**config.mk**
```make
export PLATFORM = sky130hd
export DESIGN_NAME = cjk_line_break_marker
export DESIGN_NICKNAME = d
export VERILOG_FILES = /design/src/sv/cjkbrk_pkg.sv /design/src/sv/cjkbrk_step.sv /design/src/sv/cjkbrk_obuf.sv /design/src/sv/cjk_line_break_marker.sv
export VERILOG_INCLUDE_DIRS = /design/src /design/src/sv
export SDC_FILE = /design/constraint.sdc
export NUM_CORES = 1
export LEC_CHECK = 0
export BUFFER_PORTS_ARGS = -buffer_cell sky130_fd_sc_hd__buf_4
export CORE_MARGIN = 10
export CORE_UTILIZATION = 42
export CTS_CLUSTER_DIAMETER = 120
export DETAILED_ROUTE_END_ITERATION = 7
export SLEW_MARGIN = 30
export SYNTH_ARGS = -nofsm -noshare
export SYNTH_HDL_FRONTEND = slang
export SYNTH_SLANG_ARGS = --single-unit
```
**constraint.sdc**
```tcl
create_clock -name clk -period 8.5 [get_ports clk]
set_input_delay 0 -clock clk [delete_from_list [all_inputs] [get_ports clk]]
set_output_delay 0 -clock clk [all_outputs]
set_load 0.02 [all_outputs]
```
**src/sv/cjk_line_break_marker_assert.svh**
```systemverilog
// ----------------------------------------------------------------------------
// CJK line break marker assertion macros
// Concurrent assertion wrappers; empty when SYNTHESIS is defined.
// ----------------------------------------------------------------------------
`ifndef CJK_LINE_BREAK_MARKER_ASSERT_SVH
`define CJK_LINE_BREAK_MARKER_ASSERT_SVH

`ifndef SYNTHESIS
// checked only outside reset
`define CJK_ASSERT(lbl, prop, msg) \
  lbl: assert property (@(posedge clk) disable iff (rst) prop) else $error(msg);
// checked at every edge, reset included
`define CJK_ASSERT_ALWAYS(lbl, prop, msg) \
  lbl: assert property (@(posedge clk) prop) else $error(msg);
`else
`define CJK_ASSERT(lbl, prop, msg)
`define CJK_ASSERT_ALWAYS(lbl, prop, msg)
`endif

`endif

```
**src/sv/cjkbrk_pkg.sv**
```systemverilog
// ----------------------------------------------------------------------------
// CJK line break marker package
// Code page modes, special bytes, lead byte test and punctuation tables.
// ----------------------------------------------------------------------------
package cjkbrk_pkg;

  // code page mode register values
  localparam logic [1:0] MODE_PASS = 2'd0;  // pass through
  localparam logic [1:0] MODE_JP   = 2'd1;  // 932
  localparam logic [1:0] MODE_SC   = 2'd2;  // 936
  localparam logic [1:0] MODE_TC   = 2'd3;  // 950

  localparam logic [7:0] MARK_BYTE  = 8'h5C;  // backslash
  localparam logic [7:0] FMT_LETTER = 8'h66;  // 'f'
  localparam logic [7:0] FMT_END    = 8'h3B;  // ';'

  // one request worth of output bytes, slot 0 goes out first
  typedef struct packed {
    logic [2:0][7:0] bytes;
    logic [2:0]      marks;
    logic [1:0]      cnt;
    logic            last;
  } result_t;

  // first byte of a double-byte character
  function automatic logic is_lead(input logic [1:0] mode, input logic [7:0] b);
    logic r;
    if (mode == MODE_JP) r = (b inside {[8'h81:8'h9F], [8'hE0:8'hFC]});
    else                 r = (b inside {[8'h81:8'hFE]});
    return r;
  endfunction

  // opening punctuation: no break after it
  function automatic logic is_opening(input logic [1:0] mode, input logic [15:0] code);
    logic r;
    r = 1'b0;
    case (mode)
      MODE_JP: begin
        case (code)
          16'h0024, 16'h00A2, 16'h816D, 16'h8177, 16'h0028, 16'h8165, 16'h816F,
          16'h8179, 16'h005B, 16'h8167, 16'h8171, 16'h818F, 16'h005C, 16'h8169,
          16'h8173, 16'h8190, 16'h007B, 16'h816B, 16'h8175, 16'h8192: r = 1'b1;
          default: r = 1'b0;
        endcase
      end
      MODE_SC: begin
        case (code)
          16'h0028, 16'hA1B6, 16'hA3B0, 16'hA3B7, 16'h005B, 16'hA1B8, 16'hA3B1,
          16'hA3B8, 16'h007B, 16'hA1BA, 16'hA3B2, 16'hA3B9, 16'hA1AE, 16'hA1BC,
          16'hA3B3, 16'hA3DB, 16'hA1B0, 16'hA1BE, 16'hA3B4, 16'hA3FB, 16'hA1B2,
          16'hA3A8, 16'hA3B5, 16'hA1B4, 16'hA3AE, 16'hA3B6: r = 1'b1;
          default: r = 1'b0;
        endcase
      end
      MODE_TC: begin
        case (code)
          16'h0028, 16'hA165, 16'hA173, 16'hA1A3, 16'h005B, 16'hA167, 16'hA175,
          16'hA1A5, 16'h007B, 16'hA169, 16'hA177, 16'hA1A7, 16'hA15D, 16'hA16B,
          16'hA179, 16'hA1A9, 16'hA15F, 16'hA16D, 16'hA17B, 16'hA1AB, 16'hA161,
          16'hA16F, 16'hA17D, 16'hA163, 16'hA171, 16'hA1A1: r = 1'b1;
          default: r = 1'b0;
        endcase
      end
      default: r = 1'b0;
    endcase
    return r;
  endfunction

  // closing punctuation: no break before it
  function automatic logic is_closing(input logic [1:0] mode, input logic [15:0] code);
    logic r;
    r = 1'b0;
    case (mode)
      MODE_JP: begin
        case (code)
          16'h0021, 16'h00B0, 16'h8168, 16'h82A7, 16'h0025, 16'h00DE, 16'h816A,
          16'h82C1, 16'h0029, 16'h00DF, 16'h816C, 16'h82E1, 16'h002C, 16'h8141,
          16'h816E, 16'h82E3, 16'h002E, 16'h8142, 16'h8170, 16'h82E5, 16'h003F,
          16'h8143, 16'h8172, 16'h82EC, 16'h005D, 16'h8144, 16'h8174, 16'h8340,
          16'h007D, 16'h8145, 16'h8176, 16'h8342, 16'h00A1, 16'h8146, 16'h8178,
          16'h8344, 16'h00A3, 16'h8147, 16'h817A, 16'h8346, 16'h00A4, 16'h8148,
          16'h818B, 16'h8348, 16'h00A5, 16'h8149, 16'h818C, 16'h8362, 16'h00A7,
          16'h814A, 16'h818D, 16'h8383, 16'h00A8, 16'h814B, 16'h818E, 16'h8385,
          16'h00A9, 16'h8152, 16'h8191, 16'h8387, 16'h00AA, 16'h8153, 16'h8193,
          16'h838E, 16'h00AB, 16'h8154, 16'h81F1, 16'h8395, 16'h00AC, 16'h8155,
          16'h829F, 16'h8396, 16'h00AD, 16'h8158, 16'h82A1, 16'h00AE, 16'h815B,
          16'h82A3, 16'h00AF, 16'h8166, 16'h82A5: r = 1'b1;
          default: r = 1'b0;
        endcase
      end
      MODE_SC: begin
        case (code)
          16'h0021, 16'hA1A4, 16'hA1B1, 16'hA3A7, 16'h0029, 16'hA1A5, 16'hA1B3,
          16'hA3A9, 16'h002C, 16'hA1A6, 16'hA1B5, 16'hA3AC, 16'h002E, 16'hA1A7,
          16'hA1B7, 16'hA3AE, 16'h003A, 16'hA1A8, 16'hA1B9, 16'hA3BA, 16'h003B,
          16'hA1A9, 16'hA1BB, 16'hA3BB, 16'h003F, 16'hA1AA, 16'hA1BD, 16'hA3BF,
          16'h005D, 16'hA1AB, 16'hA1BF, 16'hA3DD, 16'h007D, 16'hA1AC, 16'hA1C3,
          16'hA3E0, 16'hA1A2, 16'hA1AD, 16'hA3A1, 16'hA3FC, 16'hA1A3, 16'hA1AF,
          16'hA3A2, 16'hA3FD: r = 1'b1;
          default: r = 1'b0;
        endcase
      end
      MODE_TC: begin
        case (code)
          16'h0021, 16'hA147, 16'hA156, 16'hA16E, 16'h0029, 16'hA148, 16'hA157,
          16'hA170, 16'h002C, 16'hA149, 16'hA158, 16'hA172, 16'h002E, 16'hA14A,
          16'hA159, 16'hA174, 16'h003A, 16'hA14B, 16'hA15A, 16'hA176, 16'h003B,
          16'hA14C, 16'hA15B, 16'hA178, 16'h003F, 16'hA14D, 16'hA15C, 16'hA17A,
          16'h005D, 16'hA14E, 16'hA15E, 16'hA17C, 16'h007D, 16'hA14F, 16'hA160,
          16'hA17E, 16'hA141, 16'hA150, 16'hA162, 16'hA1A2, 16'hA142, 16'hA151,
          16'hA164, 16'hA1A4, 16'hA143, 16'hA152, 16'hA166, 16'hA1A6, 16'hA144,
          16'hA153, 16'hA168, 16'hA1A8, 16'hA145, 16'hA154, 16'hA16A, 16'hA1AA,
          16'hA146, 16'hA155, 16'hA16C, 16'hA1AC: r = 1'b1;
          default: r = 1'b0;
        endcase
      end
      default: r = 1'b0;
    endcase
    return r;
  endfunction

endpackage

```
**src/sv/cjkbrk_step.sv**
```systemverilog
// ----------------------------------------------------------------------------
// CJK line break marker step logic
// Text state registers and the per-byte decision: mark, held byte, byte.
// ----------------------------------------------------------------------------
`include "cjk_line_break_marker_assert.svh"

module cjkbrk_step (
  input  logic                  clk,
  input  logic                  rst,
  input  logic [1:0]            mode,
  input  logic                  take,       // byte consumed this cycle
  input  logic [7:0]            in_byte,
  input  logic                  in_fin,
  output cjkbrk_pkg::result_t   res
);
  import cjkbrk_pkg::*;

  typedef enum logic [2:0] {
    PH_IDLE,
    PH_LEAD,
    PH_BSLASH,
    PH_FMT,
    PH_FMT_TRAIL
  } phase_t;

  phase_t     phase, phase_next;
  logic [7:0] held, held_next;
  logic       pab, pab_next;     // previous character allows a break
  logic       em_mark, em_a, em_b;
  logic       lead, opening, closing;
  logic [15:0] code;

  // classification of the character ending with this byte
  always_comb begin
    lead    = is_lead(mode, in_byte);
    code    = (phase == PH_LEAD) ? {held, in_byte} : {8'h00, in_byte};
    opening = is_opening(mode, code);
    closing = is_closing(mode, code) && !opening;
  end

  // next state and which bytes go out
  always_comb begin
    phase_next = phase;
    held_next  = held;
    pab_next   = pab;
    em_mark    = 1'b0;
    em_a       = 1'b0;
    em_b       = 1'b0;
    if (mode == MODE_PASS) begin
      em_a       = (phase == PH_LEAD);
      em_b       = 1'b1;
      phase_next = PH_IDLE;
      held_next  = 8'h00;
      pab_next   = 1'b0;
    end else begin
      case (phase)
        PH_LEAD: begin
          em_mark    = pab && !closing;
          em_a       = 1'b1;
          em_b       = 1'b1;
          pab_next   = !opening;
          held_next  = 8'h00;
          phase_next = PH_IDLE;
        end
        PH_FMT_TRAIL: begin
          em_b       = 1'b1;
          phase_next = PH_FMT;
        end
        PH_FMT: begin
          em_b = 1'b1;
          if (lead)                    phase_next = PH_FMT_TRAIL;
          else if (in_byte == FMT_END) phase_next = PH_IDLE;
        end
        default: begin
          if (phase == PH_BSLASH && in_byte == FMT_LETTER) begin
            em_b       = 1'b1;
            phase_next = PH_FMT;
          end else if (lead) begin
            held_next  = in_byte;
            phase_next = PH_LEAD;
          end else begin
            em_mark    = pab && in_byte[7] && !closing;
            em_b       = 1'b1;
            pab_next   = (mode == MODE_JP) && (in_byte inside {[8'hA1:8'hDF]}) && !opening;
            phase_next = (in_byte == MARK_BYTE) ? PH_BSLASH : PH_IDLE;
          end
        end
      endcase
    end
    // end of text: flush a lone lead byte, then clear
    if (in_fin) begin
      if (phase_next == PH_LEAD) em_b = 1'b1;
      phase_next = PH_IDLE;
      held_next  = 8'h00;
      pab_next   = 1'b0;
    end
  end

  // pack mark, held byte and byte into consecutive slots
  always_comb begin
    res = '0;
    res.cnt = {1'b0, em_mark} + {1'b0, em_a} + {1'b0, em_b};
    res.last = in_fin;
    if (em_mark) begin
      res.bytes[0] = MARK_BYTE;
      res.marks[0] = 1'b1;
    end
    if (em_a) res.bytes[{1'b0, em_mark}] = held;
    if (em_b) res.bytes[{1'b0, em_mark} + {1'b0, em_a}] = in_byte;
  end

  // text state
  always_ff @(posedge clk) begin
    if (rst) begin
      phase <= PH_IDLE;
      held  <= 8'h00;
      pab   <= 1'b0;
    end else if (take) begin
      phase <= phase_next;
      held  <= held_next;
      pab   <= pab_next;
    end
  end

  `CJK_ASSERT(a_fin_clears, (take && in_fin) |=> (phase == PH_IDLE && !pab), "state not cleared after final byte")
  `CJK_ASSERT(a_mark_first, (take && res.cnt != 2'd0) |-> (res.marks[2:1] == 2'b00), "break mark outside first slot")

endmodule

```
**src/sv/cjkbrk_obuf.sv**
```systemverilog
// ----------------------------------------------------------------------------
// CJK line break marker output buffer
// Holds up to three result bytes of one request and drains them in order.
// ----------------------------------------------------------------------------
`include "cjk_line_break_marker_assert.svh"

module cjkbrk_obuf (
  input  logic                 clk,
  input  logic                 rst,
  input  logic                 load,
  input  cjkbrk_pkg::result_t  res,
  output logic                 free,    // can load this cycle
  output logic                 m_tvalid,
  input  logic                 m_tready,
  output logic [7:0]           m_tdata,   // out_byte
  output logic                 m_tuser,   // is_break_mark
  output logic                 m_tlast
);
  import cjkbrk_pkg::*;

  logic [2:0][7:0] bytes;
  logic [2:0]      marks;
  logic [1:0]      cnt;
  logic            last;
  logic            pop;

  assign m_tvalid = (cnt != 2'd0);
  assign pop      = m_tvalid && m_tready;
  assign free     = (cnt == 2'd0) || (cnt == 2'd1 && pop);
  assign m_tdata  = bytes[0];
  assign m_tuser  = marks[0];
  assign m_tlast  = last && (cnt == 2'd1);

  // fill count, control
  always_ff @(posedge clk) begin
    if (rst) begin
      cnt <= 2'd0;
    end else if (load) begin
      cnt <= res.cnt;
    end else if (pop) begin
      cnt <= cnt - 2'd1;
    end
  end

  // slot data, shifted down on each pop
  always_ff @(posedge clk) begin
    if (load) begin
      bytes <= res.bytes;
      marks <= res.marks;
      last  <= res.last;
    end else if (pop) begin
      bytes <= {8'h00, bytes[2:1]};
      marks <= {1'b0, marks[2:1]};
    end
  end

  `CJK_ASSERT(a_load_free, load |-> free, "load into occupied buffer")
  `CJK_ASSERT_ALWAYS(a_rst_empty, $past(rst) |-> (cnt == 2'd0), "buffer not empty after reset")

endmodule

```
**src/sv/cjk_line_break_marker.sv**
```systemverilog
// A request is registered on accept; its result bytes are loaded into the output
// register once that register is free, and are valid at the output from that load.
// Input bytes are taken at one per cycle while the output register can load; a byte
// that yields n results (up to 3) holds the output register until the single output port drains them.
// Reset: rst is synchronous, active high; clears the text state, empties the
// buffers and sets the code page mode to pass through.
// ----------------------------------------------------------------------------
// CJK line break marker
// Copies a multibyte text stream and inserts backslash break marks.
// ----------------------------------------------------------------------------
module cjk_line_break_marker (
  input  logic       clk,
  input  logic       rst,
  input  logic       s_tvalid,
  output logic       s_tready,
  input  logic [7:0] s_tdata,    // text_byte
  input  logic       s_tlast,    // final_byte
  output logic       m_tvalid,
  input  logic       m_tready,
  output logic [7:0] m_tdata,    // out_byte
  output logic       m_tuser,    // is_break_mark
  output logic       m_tlast,    // last_out
  input  logic       cfg_valid,
  output logic       cfg_ready,
  input  logic [1:0] cfg_data    // code_page_mode
);
  import cjkbrk_pkg::*;

  logic [1:0] code_page_mode;
  logic       in_valid;
  logic [7:0] in_byte;
  logic       in_fin;
  logic       take;
  logic       free;
  result_t    res;

  assign cfg_ready = 1'b1;
  assign take      = in_valid && free;
  assign s_tready  = !in_valid || take;

  // mode register
  always_ff @(posedge clk) begin
    if (rst) begin
      code_page_mode <= MODE_PASS;
    end else if (cfg_valid && cfg_ready) begin
      code_page_mode <= cfg_data;
    end
  end

  // input register
  always_ff @(posedge clk) begin
    if (rst) begin
      in_valid <= 1'b0;
    end else if (s_tready) begin
      in_valid <= s_tvalid;
    end
  end

  always_ff @(posedge clk) begin
    if (s_tvalid && s_tready) begin
      in_byte <= s_tdata;
      in_fin  <= s_tlast;
    end
  end

  cjkbrk_step u_step (
    .clk     (clk),
    .rst     (rst),
    .mode    (code_page_mode),
    .take    (take),
    .in_byte (in_byte),
    .in_fin  (in_fin),
    .res     (res)
  );

  cjkbrk_obuf u_obuf (
    .clk      (clk),
    .rst      (rst),
    .load     (take),
    .res      (res),
    .free     (free),
    .m_tvalid (m_tvalid),
    .m_tready (m_tready),
    .m_tdata  (m_tdata),
    .m_tuser  (m_tuser),
    .m_tlast  (m_tlast)
  );

endmodule

```
-- Word-level counts from Yosys, hierarchy flattened
Index checks and enable logic that the tools add are counted.
- add/sub/neg operators: 3
- order comparisons: 11
- equal/unequal tests: 238
- mux-type cells: 56
- reductions and logical operators: 39
- operators with widths (operator ; count):
    $eq 16x16->1 const B ; 191
    $eq 16x8->1 const B ; 17
    $eq 16x6->1 const B ; 10
    $mux 24 ; 4
    $reduce_or 81->1 ; 1
    $eq 16x7->1 const B ; 5
    $reduce_or 60->1 ; 1
    $reduce_or 26->1 ; 2
    $bwmux 24 ; 2
    $mux 8 ; 6
    $reduce_or 44->1 ; 1
    $le 8x8->1 const B ; 4
    $mux 1 ; 25
    $ge 8x8->1 const B ; 3
    $reduce_or 20->1 ; 1
    $logic_and 1x1->1 ; 18
    $mux 3 ; 6
    $demux 8 s2 ; 1
    $eq 8x7->1 const B ; 2
    $mux 16 ; 1
    $pmux 8 s2 ; 1
    $pmux 3 s3 ; 1
    $demux 8 s1 ; 1
    $eq 8x6->1 const B ; 1
    other kinds (27) ; 42
- flip-flop bits (word level): 52
- bits of input ports: 16
- output and inout port bits: 13
- word-level logic and storage cells: 360

-- Longest topological paths before layout
- depth in word-level cells: 23
- depth in mapped cells: 15
- gate-level depth less buffers: 13

-- By module
From an unflattened synthesis, not the netlist that was laid out.
- cell total of the unflattened synthesis: 519
- area total of the unflattened synthesis: 4500.6 um^2
- modules (own cells, without submodules) (module ; times used ; cells each ; area each (um^2) ; seq. area each (um^2)):
    cjkbrk_step ; 1 ; 410 ; 2760.1 ; 240.2
    cjkbrk_obuf ; 1 ; 86 ; 1336.3 ; 880.8
    cjk_line_break_marker ; 1 ; 23 ; 404.1 ; 330.3

-- Worst setup path after synthesis
Ideal clock, no wire load.
- path kind: flip-flop to flip-flop
- from: register in_byte[3]
- to: register u_obuf.bytes[10] in the netlist's numbering, data pin
- library setup time: 0.267 ns
- data arrival time: 2.905 ns
- required time: 8.233 ns
- path slack: 5.328 ns
- stages on the path, launching flop included: 14
- path buffers: 3
- clock period less this slack: 3.172 ns
- path through: edfxtp_1 > buf_6 > buf_6 > or2_1 > o32ai_1 > a41oi_1 > o41ai_2 > o31ai_4 > a2bb2oi_2 > ha_1 > and3_1 > buf_2 > a22oi_1 > o31ai_1
- word-level cells in the longest chain between the ends: 22
- elaborated cells on any way between the ends: 291
- those cells by class: 1 x add/sub; 9 x order compare; 227 x eq/ne; 36 x mux; 18 x reduce/logical
- ends and longest elaborated chain (element ; RTL line ; text):
    start, declared ; cjk_line_break_marker.sv:31 ; logic [7:0] in_byte;
    start signal, assigned ; cjk_line_break_marker.sv:61 ; in_byte <= s_tdata;
    $mux 16 ; cjkbrk_step.sv:36 ; code = (phase == PH_LEAD) ? {held, in_byte} : {8'h00, in_byte};
    $eq 16x6->1 (tied with other cells) ; cjkbrk_pkg.sv:39, cjkbrk_pkg.sv:47, cjkbrk_pkg.sv:56 ;
    $reduce_or 26->1 (tied with other cells) ; cjkbrk_pkg.sv:56 ; case (code)
    $mux 1 (on tied branches) ; cjkbrk_pkg.sv:56, cjkbrk_pkg.sv:39, cjkbrk_pkg.sv:47 ;
    $pmux 1 s3 ; cjkbrk_pkg.sv:37 ; case (mode)
    $logic_not 1->1 ; cjkbrk_step.sv:38 ; closing = is_closing(mode, code) && !opening;
    $logic_and 1x1->1 ; cjkbrk_step.sv:38 ;
    $logic_not 1->1 ; cjkbrk_step.sv:58, cjkbrk_step.sv:82 ;
    [6 not listed] ; - ;
    $logic_and 1x1->1 (not written as such) ; cjkbrk_step.sv:108 ; if (em_a) res.bytes[{1'b0, em_mark}] = held;
    $mux 8 (not written as such) ; cjkbrk_step.sv:108 ;
    $demux 8 s1 ; - ;
    $bwmux 24 ; cjkbrk_step.sv:108 ;
    $mux 24 ; cjkbrk_step.sv:108 ;
    $bwmux 24 ; cjkbrk_step.sv:109 ; if (em_b) res.bytes[{1'b0, em_mark} + {1'b0, em_a}] = in_byte;
    $mux 24 * ; cjkbrk_step.sv:109 ;
    $mux 24 * ; cjkbrk_obuf.sv:47 ; if (load) begin
    end signal, assigned ; cjkbrk_obuf.sv:48 ; bytes <= res.bytes;
    end signal, assigned ; cjkbrk_obuf.sv:52 ; bytes <= {8'h00, bytes[2:1]};
    end, declared ; cjkbrk_obuf.sv:21 ; logic [2:0][7:0] bytes;
Mark *: on every way between the ends. The rest lies on a longest branch, timed or not.
A chain may end at the register's enable or synchronous reset.

-- Final worst setup path
- from: register in_byte[2]
- to: register u_obuf.bytes, in the netlist u_obuf.m_tdata[6], data pin
The elaborated chain is that of the path after synthesis.

==> flow_summary.toml <==
[worst_hold_path]
hp-start = "m_tready"
whs_path_depth = 4
worst_hold_path_type = "input port to register"
holdPathEnd = "u_obuf.cnt[1]"

[sta]
tns_ps = 0
setup_violations = 0
drv_slew = 0
period_needed_ps = 4140
slew_headroom_pct = 58.0
max_freq_mhz = 242
finalHoldViolations = 0
rsz0062_at_grt = "no"
fin_skew_ps = 11.2
worst_pin_slew_ps = 623
finalCritPeriodShare_pct = 48.7

[global_routing]
grt_overflow_total = 0
grt_max_degree = 41
grtUsageMet2_pct = 24.8
grt.total_usage_pct = 16.4
grt_pass1_wl_mm = 19.9
grtUsageMet1_pct = 23.0
antenna_found_initial = 0
grt_pass1_vias = 3759
top_usage_layer = "met2"
met3_usage_pct = 3.21

[route]
wl_per_cell_um = 19.4
drt_iter0_drc = 557
vias = 3985
drt_wl_total_mm = 12.3
routed_via_density = 6.26
dr.pass1.iters = 5
route.detailed.drc = 0
ant_nets = 0

[clocking]
cts-buffers-inserted = 5
clk_path_buf_depth = 2
clock_sinks = 52
root_buffer = "clkbuf_8"
cts_tree = "done"
htree_num_levels = 2
clock_latency_ps = 310
path_clk_slew_ps = 100
cts_resized = 0

[critical_path]
cp_max_fo = 35
worstPathRequired_ps = 8540
cp-startpoint = "in_byte[2]"
max_stage_delay_ps = 550
worstRegToRegCells = 13
r2r_end = "u_obuf.m_tdata[6]"
r2r_slack_ps = 4360
critical_path_class = "register to register"
cp.arrival_ps = 4180
r2r-start = "in_byte[2]"
path_cells = "buf_4, inv_1, a211oi_1, a21oi_1, o311ai_0, a221o_1, nor3_1, a2bb2oi_2, ha_1, nand2_1, or3_1, o21ai_0, a31oi_1"
cp_slowest_cell = "o311ai_0"
startpoint_type = "register"
worst_setup_path_end_kind = "register"

[finish]
post-route-util_pct = 46.7
drive_above_1_share_pct = 13.3
diodes = 0
stdcell_count = 637
syn2layout_area_growth_pct = 8.30
nFillCells = 979
layout.nets = 524

[floorplan]
start_util_pct = 43.1
fp.dieW_um = 120
io_pins = 29
core_um2 = 9820
die-area_um2 = 14500
rows = 36
die_h_um = 120

[job]
maxCapViolCount = 0

[power_and_ir_drop]
p_per_area_nw_per_um2 = 165
p_total_mw = 0.759
p_leak_nw = 1.59
peakVddDrop_mv = 0.107

[synthesis]
synth_fp_nets = 517
avgSynthCellArea_um2 = 8.54
ys_async_sr_fraction_pct = 0
yosysSeqAreaShare_pct = 32.8
yosysWarningCount = 0
ys_ff_latch = 52
ys.flop_type = "edfxtp_1"
synth_area_um2 = 4240
synth_cell_type_count = 88
syn_inst = 496
synth_enable_flop_cells = 35

[place]
port_buffers = 27
gp_congestion = 0.975
dp_hpwl_mm = 8.36
dp_cells = 612

[status]
status = "finished, final reports clean"
how the worst max path moves through the flow:
| stage | endpoint | cells past startpoint |
|---|---|---|
| after floorplan | u_obuf.bytes[10] | 13 |
| after global placement | u_obuf.m_tdata[6] | 13 |
| after detailed placement | u_obuf.m_tdata[6] | 13 |
| after CTS | u_obuf.m_tdata[6] | 13 |
| after global routing | u_obuf.m_tdata[3] | 13 |
| final | u_obuf.m_tdata[6] | 13 |
critical path: cells and delay by family (launching register included):
kind	cells	cell delay, ps
buffers and inverters	2	710
AND/OR/NAND/NOR	3	700
adder cells (fa/ha/maj)	1	290
flip-flops	1	330
AO/OA/AOI/OAI	7	1810
cell usage after synthesis (all sizes together) (6+ instances only):
cell / n / share of area, %
a21oi: 30 / 3.6
a22oi: 13 / 2.3
a31oi: 10 / 1.5
and2: 15 / 2.2
buf: 43 / 7.8
clkbuf: 10 / 0.97
dfxtp: 17 / 8.0
edfxtp: 35 / 25
inv: 19 / 1.7
nand2: 51 / 4.6
nand2b: 9 / 1.3
nand3: 21 / 2.5
nand4: 14 / 2.1
nor2: 32 / 2.8
nor2b: 10 / 1.5
nor3: 11 / 1.5
nor4: 6 / 1.0
o21ai: 21 / 2.5
o22ai: 9 / 1.3
o31ai: 15 / 3.2
or3: 8 / 1.3
stage by stage:
stage	setup WS (ps)	area [um2]	hold slack, ps
after CTS	4430	4590	54.9
after global routing	4120	4590	103
after detailed placement	4420	4300	179
after floorplan	5330	4240	98.9
after global placement	4420	4300	178
final	4360	4590	76.9
repair_timing:
action | in CTS | in global routing
hold buffers | 17 | 0
hold endpoints to repair | 22 | 0
setup buffers | 0 | 0
setup endpoints to repair | 0 | 0
cells in the final DEF, fill, tap and decap left out, types with 10 or more instances in the layout:
cell and n:
a21oi_1 29, buf_4 36, a31oi_1 10, nor2_1 32, dlygate4sd3_1 17, nand4_1 14, nand3_1 21, a22oi_1 13
nor2b_1 10, o21ai_0 19, edfxtp_1 35, nand2_1 50, inv_1 18, and2_1 14, o31ai_1 12, dfxtp_1 17
flip-flops by register name (all words and copies together) (netlist names):
name / flops
u_obuf.cnt: 2
u_obuf.bytes: 16
u_obuf.last: 1
code_page_mode: 2
in_byte: 8
in_valid: 1
u_step.pab: 1
u_step.phase: 3
u_obuf.m_tdata: 8
u_obuf.marks: 1
u_step.held: 8
in_fin: 1
cell type report:
type                       count  area, um2  share of cell area, %
clock buffer                   7        108                   2.35
inverter                      19       71.3                   1.55
multi-input combinational    372       2400                   52.4
clock inverter                 1       8.76                  0.191
timing repair buffer          53        440                   9.60
sequential                    52       1390                   30.3
tap                          133        166                   3.63
per-layer routing:
layer | vias to the layer above | wire (um)
met1 | 1861 | 5570
met5 | - | 0
met4 | 0 | 270
li1 | 1876 | -
met2 | 223 | 5480
met3 | 25 | 1030
power by group:
| group | internal (mW) | switching, mW | leakage, nW |
|---|---|---|---|
| Sequential | 0.319 | 0.0151 | 0.479 |
| Combinational | 0.0897 | 0.167 | 1.05 |
| Clock | 0.0846 | 0.0837 | 0.0596 |
cell families (layout without fill, tap and decap cells):
logic type	Yosys count	count (layout)	share of synthesized area [%]
xor gates and xnor gates	2	2	0.414
buffers and inverters	72	80	10.5
muxes	5	5	1.18
AOI/OAI and AO/OA	149	149	25.4
adders and majority gates	5	5	1.65
DFF	52	52	32.8
other	1	1	0.0885
and+or+nand+nor	210	210	27.9
Note: power is estimated with default switching activity, not from simulation.
